## src/sv/vrr_pkg.sv

```systemverilog
// shared constants for the vector range rescale block
// no dependencies; used by every module of the block
`timescale 1ns / 1ps
package vrr_pkg;
    localparam int COORD_W_DEF = 24;  // default coordinate width
    localparam int RANGE_W     = 24;  // measured range width
    localparam int OUT_W       = 25;  // scaled coordinate width
    localparam int LANES       = 3;   // x, y and h
endpackage

```

## src/sv/vrr_sqrt_cell.sv

```systemverilog
// one step of the bit-pair integer square root, registered
// depends on vrr_pkg; chained by vector_range_rescale
`timescale 1ns / 1ps
module vrr_sqrt_cell #(
    parameter int COORD_W = vrr_pkg::COORD_W_DEF,
    parameter int DATA_W  = 8
) (
    input  logic                   i_clk,
    input  logic                   i_rst_n,
    input  logic                   i_en,
    input  logic                   i_valid,
    input  logic [2*COORD_W+1:0]   i_rad,
    input  logic [COORD_W+3:0]     i_rem,
    input  logic [COORD_W:0]       i_root,
    input  logic [DATA_W-1:0]      i_data,
    output logic                   o_valid,
    output logic [2*COORD_W+1:0]   o_rad,
    output logic [COORD_W+3:0]     o_rem,
    output logic [COORD_W:0]       o_root,
    output logic [DATA_W-1:0]      o_data
);
    localparam int NW = 2 * COORD_W + 2;
    localparam int RW = COORD_W + 4;

    logic          r_valid;
    logic [NW-1:0] r_rad;
    logic [RW-1:0] r_rem;
    logic [COORD_W:0] r_root;
    logic [DATA_W-1:0] r_data;

    logic [RW-1:0] n_rem;
    logic [COORD_W:0] n_root;
    logic [NW-1:0] n_rad;
    logic [RW-1:0] shifted;
    logic [RW-1:0] trial;

    // bring in the next bit pair and try the trial subtrahend
    always_comb begin
        shifted = {i_rem[RW-3:0], i_rad[NW-1:NW-2]};
        trial   = {1'b0, i_root, 2'b01};
        n_rad   = {i_rad[NW-3:0], 2'b00};
        if (shifted >= trial) begin
            n_rem  = shifted - trial;
            n_root = {i_root[COORD_W-1:0], 1'b1};
        end else begin
            n_rem  = shifted;
            n_root = {i_root[COORD_W-1:0], 1'b0};
        end
    end

    // control
    always_ff @(posedge i_clk) begin
        if (!i_rst_n) begin
            r_valid <= 1'b0;
        end else if (i_en) begin
            r_valid <= i_valid;
        end
    end

    // payload
    always_ff @(posedge i_clk) begin
        if (i_en) begin
            r_rad  <= n_rad;
            r_rem  <= n_rem;
            r_root <= n_root;
            r_data <= i_data;
        end
    end

    assign o_valid = r_valid;
    assign o_rad   = r_rad;
    assign o_rem   = r_rem;
    assign o_root  = r_root;
    assign o_data  = r_data;
endmodule

```

## config.mk

```make
export PLATFORM = sky130hd
export DESIGN_NAME = vrr_sqrt_cell
export DESIGN_NICKNAME = d
export VERILOG_FILES = /design/src/sv/vrr_pkg.sv /design/src/sv/vrr_sqrt_cell.sv
export SDC_FILE = /design/constraint.sdc
export NUM_CORES = 1
export LEC_CHECK = 0
export BUFFER_PORTS_ARGS = -buffer_cell sky130_fd_sc_hd__clkbuf_2
export CAP_MARGIN = 20
export CELL_PAD_IN_SITES_DETAIL_PLACEMENT = 2
export CELL_PAD_IN_SITES_GLOBAL_PLACEMENT = 2
export CORE_UTILIZATION = 30
export CTS_CLUSTER_DIAMETER = 200
export DETAILED_ROUTE_END_ITERATION = 12
export PLACE_DENSITY = 0.82
export SYNTH_ARGS = -nofsm -noshare
export SYNTH_HDL_FRONTEND = slang
export SYNTH_SLANG_ARGS = --single-unit
```

## constraint.sdc

```tcl
create_clock -name i_clk -period 2.9 [get_ports i_clk]
set_clock_uncertainty 0.2 [all_clocks]
set_input_delay 0.29 -clock i_clk [delete_from_list [all_inputs] [get_ports i_clk]]
set_output_delay 0.29 -clock i_clk [all_outputs]
set_load 0.005 [all_outputs]
```

# Word-level counts from Yosys, hierarchy flattened
# Cells that the tools add are included.
# W data, S select, Z words.
[word_totals] ff_bits=110 mem_count=0 word_cells=9 output_inout_bits=112 romBits=0 in_bits=115 latch_bits=0 mem_bits_rw=0
[classes] muxes=2 add_sub_neg=1 n_bitwise=0 multipliers=0 n_shift=0 n_eq_ne=0 order_cmp=1 div_mod_pow=0 reduce_logical=0
[ops] operator="$ge A28 B27 Y1" n=1
[ops] operator="$mux W28" n=1
[ops] operator="$sub A28 B27 Y28" n=1
[ops] operator="$mux W1" n=1

# Depth between registers and ports, before layout
[depth] ltp_word=2 ltp_mapped=12

# Worst setup path before layout
# Ideal clock, no wire load.
[synth_timing] kind="input -> register" from="in i_root[4]" to="reg r_rem[27], in the netlist o_rem[27], data pin" t_arrival_ns=2.301 path_slack_ns=0.139 stages=11 setup_time_ns=0.260 cell_sequence="inv_1 > ha_1 > a21oi_2 > o22ai_1 > or3_4 > a21oi_4 > o21ai_2 > a21o_1 > a21oi_2 > o41ai_2 > mux2_4"
[synth_between] elab_chain_len=2 elab_cells_between_ends=3 cone_classes="add/sub (1); order compare (1); mux (1)"
[synth_rtl] item="start: declaration" line_no="vrr_sqrt_cell.sv:14" source="input logic [COORD_W:0] i_root,"
[synth_rtl] item="$sub A28 B27 Y28 / $ge A28 B27 Y1 (equally long branches)" line_no="vrr_sqrt_cell.sv:43, vrr_sqrt_cell.sv:42"
[synth_rtl] item="$mux W28 (*)" line_no="vrr_sqrt_cell.sv:42" source="if (shifted >= trial) begin"
[synth_rtl] item="named net n_rem[27]" line_no="vrr_sqrt_cell.sv:31" source="logic [RW-1:0] n_rem;"
[synth_rtl] item="end signal: assignment" line_no="vrr_sqrt_cell.sv:64" source="r_rem <= n_rem;"
[synth_rtl] item="end: declaration" line_no="vrr_sqrt_cell.sv:27" source="logic [RW-1:0] r_rem;"
# Mark *: on every way through the listed nets, which the timed path passes. The rest lies on a longest branch.
# A chain may end at the register's enable or synchronous reset.

# Worst setup path in the final report
[layout_timing] from="in i_root[0]" to="reg r_rem[19], in the netlist o_rem[19], data pin"
# Same word-level chain as after synthesis.

==> qor.csv <==
metric;value;unit
critPathLaunchType;input port;
drt-total-wl;23.1;mm
fin_crit;2.72;ns
cp-end-kind;register;
switching_share;28.9;%
routedWlPerCell;24.1;um
overflow;0;
cts-buffers-inserted;9;
grt_util_met1;30.0;%
path_clk_slew;0.08;ns
numPlacedInstances;863;
drive_gt1_share;40.3;%
synth-seq-cells;110;
antenna_found_initial;0;
intPower;3230;uW
critical_path.max_fanout;4;
first_pass_iters;4;
drc;0;
port_buffers;222;
yosysWarnings;0;
fin_setup_tns;0;ns
sequentialPowerShare;44.6;%
p_per_area;570;mW/mm2
synth_most_common_cell;edfxtp_1;
vias_per_cell;4.92;
syn2layout_area_growth;54.6;%
max_stage_delay;0.41;ns
nets;877;
final-setup-viol-count;0;
ys_types;53;
synth_flop_cell;edfxtp_1;
die_h;133;um
p_switching;1310;uW
min_period_over_period;93.9;%
synthTopCellsByArea;edfxtp_1 64%, ha_1 6.6%, nand2_1 3.2%, xnor2_1 2.7%, o21ai_1 2.5%;
yosysTopAreaCell;edfxtp_1;
cts_setup_buffers;0;
fp.dieArea;0.0177;mm2
syn_area;0.00515;mm2
rows;47;
start_util;30.9;%
rsz0062_at_grt;no;
insertion_delay;0.37;ns
drtIter0Drc;238;
grt_pass1_wl;34.7;mm
ir_drop;0.305;mV
postSynthCellCount;391;
reg2regPathDepth;2;
max_freq;367;MHz
cts_tree;yes;
antenna_left;0;
min_path_type;input port to register;
crit_required;2.81;ns
cts_htree_levels;3;
core;0.0166;mm2
hold_slack;0.0249;ns
instances_no_fill;960;
dr_total_vias;4722;
grt_pass1_vias;5398;
synth_edf_count;109;
synth.top_cell.area_share;63.6;%
finalHoldViolCount;0;
met2_usage;50.1;%
synth_seq_area_share;64.0;%
cts-root-buf;clkbuf_16;
die-width;133;um
top_usage_layer;met2;
crit_arrival;2.63;ns
maxCapViolations;0;
avgSynthCellArea;13.2;um2
gp_congestion;0.841;
status;complete, no violations;
grt_usage;27.0;%
grt_start_max_net_pins;58;
crit_chain;clkbuf_2 -> inv_1 -> ha_1 -> o21ai_1 -> a211oi_1 -> or3_4 -> a21oi_4 -> o21ai_2 -> a21o_1 -> a21oi_2 -> buf_4 -> xor2_1 -> o21ai_1;
comb_power_share;23.2;%
io_pins;227;
crit_top_cell;o21ai_1;
synthArstFlopShare;0;%
min_path_cells;3;
slowest_stage;or3_4;
pwr-share-clk;32.3;%
n_antenna_cell;0;
use_met3;6.05;%
dpl.hpwl;13.9;mm
critPathKind;input port to register;
synth_common_cells;109 x edfxtp_1, 44 x nand2_1, 32 x inv_1;
clk_path_buf_depth;2;
power_leakage;0.00359;uW
maxSlewViolCount;0;
cts.sinks;110;
layer usage:
metal  part of all wire (%)  vias to the layer above
li1                       -                     2119
met1                     38                     2373
met2                     53                      197
met3                    6.5                       33
met4                    2.2                        0
met5                      0                        -
final cells by class:
type                       count  area [um2]
inverter                      32         120
clock buffer                  11         243
multi-input combinational    238        1670
clock inverter                 5        90.1
tap                          220         275
fill                        1641        8680
sequential                   110        3290
timing repair buffer         344        2270
registers in the layout (all words and copies together), names as in the netlist:
name     flops
o_rem       28
o_rad       48
o_valid      1
o_data       8
o_root      25
power groups by stage:
stage / clock (uW) / sequential, uW / combinational, uW
finish: 1470 / 2020 / 1050
global route: 1550 / 2030 / 1130
CTS: 1420 / 2010 / 1010
detailed placement: 0 / 2040 / 907
global placement: 0 / 2020 / 851
floorplan: 0 / 2040 / 386
cell families after synthesis:
family                   share of synthesized area [%]
XOR/XNOR                                          4.42
buffers and inverters                             3.77
multiplexers                                     0.680
flip-flops                                        64.0
other                                           0.0728
adder cells (fa/ha/maj)                           6.56
AO/OA/AOI/OAI                                     13.2
AND/OR/NAND/NOR                                   7.32
worst paths after layout:
check	startpoint	to	slack (ns)
hold / removal	i_rem[23]	o_rem[25]$_DFFE_PP_	0.02
hold reg to reg	o_valid$_SDFFE_PN0P_	o_valid$_SDFFE_PN0P_	0.50
setup reg to reg	o_valid$_SDFFE_PN0P_	o_valid$_SDFFE_PN0P_	1.93
setup / recovery	i_root[0]	o_rem[19]$_DFFE_PP_	0.18
repair_timing:
| item | 4_1_cts | 5_1_grt |
|---|---|---|
| gates resized for setup | 0 | 1 |
| hold buffers | 81 | 0 |
| endpoints found under the setup margin | 0 | 4 |
| endpoints found under the hold margin | 81 | 0 |
layout by cell type (no fill, tap or decap), types with 2 or more instances in the layout:
| cell type | n |
|---|---|
| clkbuf_2 | 221 |
| edfxtp_1 | 109 |
| dlygate4sd3_1 | 81 |
| nand2_1 | 44 |
| buf_4 | 39 |
| inv_1 | 32 |
| ha_1 | 27 |
| o21ai_1 | 26 |
| a21oi_1 | 23 |
| xnor2_1 | 16 |
| nor2_1 | 11 |
| o21ai_0 | 11 |
| xor2_1 | 10 |
| clkbuf_16 | 9 |
| nand4_1 | 8 |
| a21o_1 | 8 |
| nand3_1 | 5 |
| nand2b_1 | 3 |
| a211oi_2 | 3 |
| o21ai_2 | 3 |
| o21bai_1 | 3 |
| buf_12 | 3 |
| nor3_1 | 2 |
| a21oi_2 | 2 |
| a211oi_1 | 2 |
| nor2b_1 | 2 |
| mux2i_1 | 2 |
| conb_1 | 2 |
| bufinv_16 | 2 |
| inv_8 | 2 |
metrics by stage:
step	worst slack [ns]	power (uW)	instance area, um2	utilization [%]
6_report	0.177	4540	7960	47.8
5_1_grt	0.0607	4710	7960	47.8
4_1_cts	0.102	4430	7960	47.8
3_5_place_dp	-0.172	2940	6810	40.9
3_3_place_gp	-0.0950	2870	6810	40.9
2_1_floorplan	0.139	2430	5150	-
critical path, delay by kind of cell:
family | cells | cell delay, ns
AO/OA/AOI/OAI | 7 | 1.15
adder cells (fa/ha/maj) | 1 | 0.32
buffers and inverters | 3 | 0.30
AND/OR/NAND/NOR | 1 | 0.41
XOR/XNOR | 1 | 0.17
Note: power is estimated with default switching activity, not from simulation.
