<file path="src/sv/vrr_pkg.sv">
// shared constants for the vector range rescale block
// no dependencies; used by every module of the block
`timescale 1ns / 1ps
package vrr_pkg;
    localparam int COORD_W_DEF = 24;  // default coordinate width
    localparam int RANGE_W     = 24;  // measured range width
    localparam int OUT_W       = 25;  // scaled coordinate width
    localparam int LANES       = 3;   // x, y and h
endpackage

</file>
<file path="src/sv/vrr_div_cell.sv">
// one restoring division step for the three coordinate lanes, registered
// depends on vrr_pkg; chained by vector_range_rescale
`timescale 1ns / 1ps
module vrr_div_cell #(
    parameter int COORD_W = vrr_pkg::COORD_W_DEF,
    parameter int DATA_W  = 2
) (
    input  logic                                          i_clk,
    input  logic                                          i_rst_n,
    input  logic                                          i_en,
    input  logic                                          i_valid,
    input  logic [COORD_W:0]                              i_len,
    input  logic [vrr_pkg::LANES-1:0][COORD_W:0]          i_rem,
    input  logic [vrr_pkg::LANES-1:0][vrr_pkg::RANGE_W-1:0] i_low,
    input  logic [DATA_W-1:0]                             i_data,
    output logic                                          o_valid,
    output logic [COORD_W:0]                              o_len,
    output logic [vrr_pkg::LANES-1:0][COORD_W:0]          o_rem,
    output logic [vrr_pkg::LANES-1:0][vrr_pkg::RANGE_W-1:0] o_low,
    output logic [DATA_W-1:0]                             o_data
);
    localparam int RGW = vrr_pkg::RANGE_W;
    localparam int LN  = vrr_pkg::LANES;

    logic                         r_valid;
    logic [COORD_W:0]             r_len;
    logic [LN-1:0][COORD_W:0]     r_rem;
    logic [LN-1:0][RGW-1:0]       r_low;
    logic [DATA_W-1:0]            r_data;

    logic [LN-1:0][COORD_W:0]     n_rem;
    logic [LN-1:0][RGW-1:0]       n_low;

    // per lane: shift in the next dividend bit, subtract when it fits,
    // quotient bit fills in from the bottom
    for (genvar l = 0; l < LN; l++) begin : g_lane
        logic [COORD_W+1:0] part;
        logic [COORD_W+1:0] diff;
        always_comb begin
            part = {i_rem[l], i_low[l][RGW-1]};
            diff = part - {1'b0, i_len};
            if (part >= {1'b0, i_len}) begin
                n_rem[l] = diff[COORD_W:0];
                n_low[l] = {i_low[l][RGW-2:0], 1'b1};
            end else begin
                n_rem[l] = part[COORD_W:0];
                n_low[l] = {i_low[l][RGW-2:0], 1'b0};
            end
        end
    end

    // control
    always_ff @(posedge i_clk) begin
        if (!i_rst_n) begin
            r_valid <= 1'b0;
        end else if (i_en) begin
            r_valid <= i_valid;
        end
    end

    // payload
    always_ff @(posedge i_clk) begin
        if (i_en) begin
            r_len  <= i_len;
            r_rem  <= n_rem;
            r_low  <= n_low;
            r_data <= i_data;
        end
    end

    assign o_valid = r_valid;
    assign o_len   = r_len;
    assign o_rem   = r_rem;
    assign o_low   = r_low;
    assign o_data  = r_data;
endmodule

</file>
<file path="config.mk">
export PLATFORM = sky130hd
export DESIGN_NAME = vrr_div_cell
export DESIGN_NICKNAME = d
export VERILOG_FILES = /design/src/sv/vrr_pkg.sv /design/src/sv/vrr_div_cell.sv
export SDC_FILE = /design/constraint.sdc
export NUM_CORES = 1
export LEC_CHECK = 0
export BUFFER_PORTS_ARGS = -buffer_cell sky130_fd_sc_hd__buf_2
export CELL_PAD_IN_SITES_DETAIL_PLACEMENT = 2
export CELL_PAD_IN_SITES_GLOBAL_PLACEMENT = 2
export CORE_UTILIZATION = 32
export CTS_BUF_LIST = sky130_fd_sc_hd__clkbuf_8
export DETAILED_ROUTE_END_ITERATION = 8
export PLACE_DENSITY_LB_ADDON = 0.15
export SYNTH_ARGS = -nofsm -noshare
export SYNTH_HDL_FRONTEND = slang
export SYNTH_SLANG_ARGS = --single-unit
</file>
<file path="constraint.sdc">
create_clock -name i_clk -period 3.6 [get_ports i_clk]
set_input_delay 0.72 -clock i_clk [delete_from_list [all_inputs] [get_ports i_clk]]
set_output_delay 0.72 -clock i_clk [all_outputs]
set_load 0.03 [all_outputs]
</file>
Word level (Yosys, flattened, before mapping). Index checks and enable logic that the tools add are counted.

$add $sub $neg: 3. $mul: 0. Div/mod/pow operators: 0. Magnitude comparators: 3. Equal/unequal tests: 0. Shift operators: 0. Multiplexer cells: 6. Bitwise gates (word level): 0. Reduce and logical (&&, ||, !) cells: 0.

Operators by type and width (count): 26-bit by 25-bit greater-or-equal comparator with 1-bit output (3); 25-bit 2-to-1 mux (3); 25-bit subtractor (3); 1-bit 2-to-1 mux (3).

Register bits after elaboration: 175. Bits in latches: 0. RAM bits: 0. Memory bits (read-only): 0. Input bits: 178. Output and inout bits: 175. Logic and storage cells: 21. Memories kept: 0.

Depth between registers and ports, before layout.
Depth after elaboration: 2. Mapped depth: 14. Depth with buffers taken out: 13.

Worst setup path after synthesis. No wires, ideal clock.

Path kind: input -> register. Start: in i_low[71] (netlist bit). End: reg r_rem, in the netlist o_rem[70], data pin. Library setup time: 0.262 ns. Data arrival time: 2.908 ns. Required time: 3.338 ns. Slack: 0.430 ns. Stages: 12. Path buffers: 1. Path through: inv_1 > ha_1 > inv_1 > fa_1 > a211oi_1 > o21ai_0 > nand4b_1 > a31oi_1 > o31ai_2 > nand2_2 > buf_2 > mux2_1.

RTL lines: from (decl) (line vrr_div_cell.sv:14) `input logic [vrr_pkg::LANES-1:0][vrr_pkg::RANGE_W-1:0] i_low,`; to (signal assigned) (line vrr_div_cell.sv:65) `r_rem <= n_rem;`; to (decl) (line vrr_div_cell.sv:27) `logic [LN-1:0][COORD_W:0] r_rem;`.

==> summary.md <==
| Metric | Value |
|---|---|
| Switch Pwr | `2.246 mW` |
| Number of rows in the core area | `64` |
| P_int | `3.874 mW` |
| Number of nets in the synthesized netlist | `1148` |
| Core area | `0.03067 mm^2` |
| Initial antenna violation count | `9` |
| Number of library cell types mapped by synthesis | `72` |
| Placed cell areas | `0.01267 mm^2` |
| TritonCTS clock tree | `yes` |
| Leakage Power | `5.826 nW` |
| Post-CTS Resized | `0` |
| Largest area contributor in the synthesized netlist | `edfxtp_1` |
| Via count of the first global-routing pass | `9361` |
| Final hold slack | `390.4 ps` |
| Path class of the lowest-slack min-delay path | `input port to register` |
| Maximum root-to-sink buffer count | `2` |
| Deepest level of the CTS H-tree | `4` |
| Initial core utilization | `32.68%` |
| Number of filler instances in the final layout | `3363` |
| Area Growth Syn to Fin | `30.61%` |
| Post-synthesis instance area | `0.01002 mm^2` |
| Number of buffers added for setup after CTS | `0` |
| Routed Antenna Nets | `0` |
| Total non-filler cell area in the finished layout | `0.01309 mm^2` |
| Master of the slowest instance on the critical path | `fa_1` |
| Met2 Usage GRT | `44.82%` |
| Worst vdd rail ir drop | `0.2115 mV` |
| Most used cells in the layout excluding fill and tap cells | `351 x buf_2, 174 x edfxtp_1, 94 x a21oi_1` |
| Final Slew Violations | `0` |
| Total area of multi-input combinational cells | `0.004471 mm^2` |
| Sink count of the clock tree | `175` |
| Total count of hold-check failures in the final report | `0` |
| Non-filler instance count after layout | `1709` |
| Global-route track usage on met1 | `28.13%` |
| Detailed Route WL | `39750 um` |
| Logic pwr share | `32.8%` |
| Register bit count reported by yosys | `175` |
| Max-cap violations | `0` |
| Global-route wire length before repair | `57770 um` |
| Slowest cell delay on critical path | `400 ps` |
| Number of setup violations in the final report | `0` |
| Max Fclk | `0.3099 GHz` |
| All-layer global routing usage | `24.83%` |
| Kind of launch point of the worst setup path | `input port` |
| PortBufs | `352` |
| Asr flop ratio synth | `0%` |
| Total clock buffers created by CTS | `17` |
| Mean area per synthesized cell | `11.24 um^2` |
| Vertical die dimension | `179.0 um` |
| Tightest slew margin relative to the limit | `53.19%` |
| Leading post-synthesis cells by cell area | `edfxtp_1 52%, ha_1 9.4%, a21oi_1 4.7%, xnor2_1 2.9%, a21o_1 2.8%` |
| Fraction of the yosys area taken by sequential cells | `52.33%` |
| Data arrival time at the worst-slack endpoint | `3480 ps` |
| CP Capture Type | `register` |
| Most congested layer reported by global routing | `met2` |
| EDFF count, synth | `174` |
| Share of cells above drive strength 1 | `36.09%` |
| Die extent in x | `179.0 um` |
| Initial drt markers | `460` |
| Root cell of the clock tree | `clkbuf_8` |
| CP required | `3850 ps` |
| Setup repair after global routing missed its margin | `no` |
| I/O pin count | `353` |
| M3 GR Usage | `5.386%` |
| Post-detailed-route DRC marker count | `0` |
| Setup Skew | `0 ps` |
| CP Cell Sequence | `buf_2 > inv_1 > ha_1 > inv_1 > fa_1 > a211oi_1 > o21ai_0 > nand4b_1 > a31oi_1 > o31ai_2 > nand2_2 > buf_4 > mux2_1` |
| Cell count after synthesis | `892` |
| Minimum clock period | `3227 ps` |
| Vias per std cell | `5.142` |
| Most common cell after layout, fill and taps aside | `buf_2` |
| Sequential share of power | `42.7%` |
| Switching part of the total | `36.70%` |
| Nets | `1551` |
| Pin slew with the least headroom to its limit | `693.3 ps` |
| Overall die area | `0.03203 mm^2` |
| Remaining global-route overflow | `0` |
| Pwr/cell area | `467.6 mW/mm^2` |
| Area share of the leading cell type in the synthesized netlist | `52.13%` |
| Routed len/inst | `23.26 um` |
| Period utilisation layout | `89.64%` |
| DP Cell Count | `1672` |
| Gp weighted congestion | `0.8427` |
| Cell repeated most along the worst path | `inv_1` |
| Register area | `0.005245 mm^2` |
| Final TNS setup | `0 ps` |
| Clock latency at the later pin of the worst-skew pair | `490 ps` |
| Classification of the worst setup path | `input port to register` |
| Clock-pin slew on the worst setup and hold paths | `100 ps` |
| Warnings, synthesis | `0` |
| Clock group share of total power | `24.4%` |
| 1st-pass router iterations | `5` |
| Via count | `8788` |
| DPL Wire Length | `32040 um` |
| Hold-fix buffers at CTS | `0` |
| Critical-path maximum fanout | `8` |
| Status | `finished clean` |
| Pin count of the biggest net entering global routing | `69` |
| Post-synth top flop | `edfxtp_1` |
per-stage QoR:
| stage | power (mW) | worst slack, ps | util [%] |
|---|---|---|---|
| after CTS | 6.204 | 433.3 | 42.64 |
| final | 6.120 | 372.8 | 42.68 |
| after global routing | 6.427 | 273.8 | 42.66 |
| after global placement | 4.599 | 20.02 | 41.30 |
| after detailed placement | 4.672 | -25.15 | 41.30 |
| after floorplan | 3.888 | 429.5 | - |
sequential cells by signal, summed over array words and instances (netlist names):
register and flops:
o_valid 1, o_rem 75, o_data 2, o_len 25, o_low 72
critical path: cells and delay by family:
| kind | cells | cell delay (ps) |
|---|---|---|
| compound gates | 4 | 1070 |
| fa+ha+maj | 2 | 590 |
| buf+inv | 4 | 460 |
| mux | 1 | 310 |
| simple gates | 2 | 320 |
synthesized netlist by cell type (all sizes together), types with 9 or more instances:
cell type and n:
xnor2 33, nand2b 9, nand3 15, a21o 38, clkbuf 16, xor2 27, buf 10, o21a 9
edfxtp 174, o21ai 58, ha 75, nor3 9, nand2 71, a21oi 96, nor2 70, mux2 14
a31oi 11, inv 47
final cells by class:
type / instances / area share, %
flip-flops and latches: 175 / 40.07
well taps: 396 / 3.785
repair buffers: 410 / 17.41
multi-input cells: 644 / 34.15
clock inverters: 15 / 1.357
inverters: 47 / 1.348
diodes: 5 / 0.09558
clock buffers: 17 / 1.787
worst paths after layout:
kind / start / end / slack (ps) / cells past startpoint
worst max register to register: o_valid / o_valid / 2960 / 2
worst max-delay path: i_low[71] / o_rem[70] / 370 / 13
worst min register to register: o_valid / o_valid / 580 / 2
worst min-delay path: i_low[20] / o_low[21] / 390 / 1
per-layer routing:
| layer | up-vias | part of all wire [%] |
|---|---|---|
| met5 | - | 0.086 |
| met4 | 6 | 3.2 |
| met3 | 65 | 6.2 |
| met2 | 282 | 51 |
| met1 | 4295 | 39 |
| li1 | 4140 | - |
power groups by stage:
stage	sequential, mW	combinational, mW	clock, mW
floorplan	3.12	0.771	0
global placement	2.65	1.95	0
detailed placement	2.66	2.01	0
CTS	2.62	2.03	1.56
global route	2.64	2.17	1.62
finish	2.62	2.01	1.50
cell families after synthesis:
group	synth area share (%)
AO/OA/AOI/OAI	17.32
AND/OR/NAND/NOR	10.24
flip-flops	52.33
adder cells (fa/ha/maj)	9.963
buffers and inverters	3.059
XOR/XNOR	5.244
multiplexers	1.848
No activity file was read; power rests on OpenSTA's default activity.
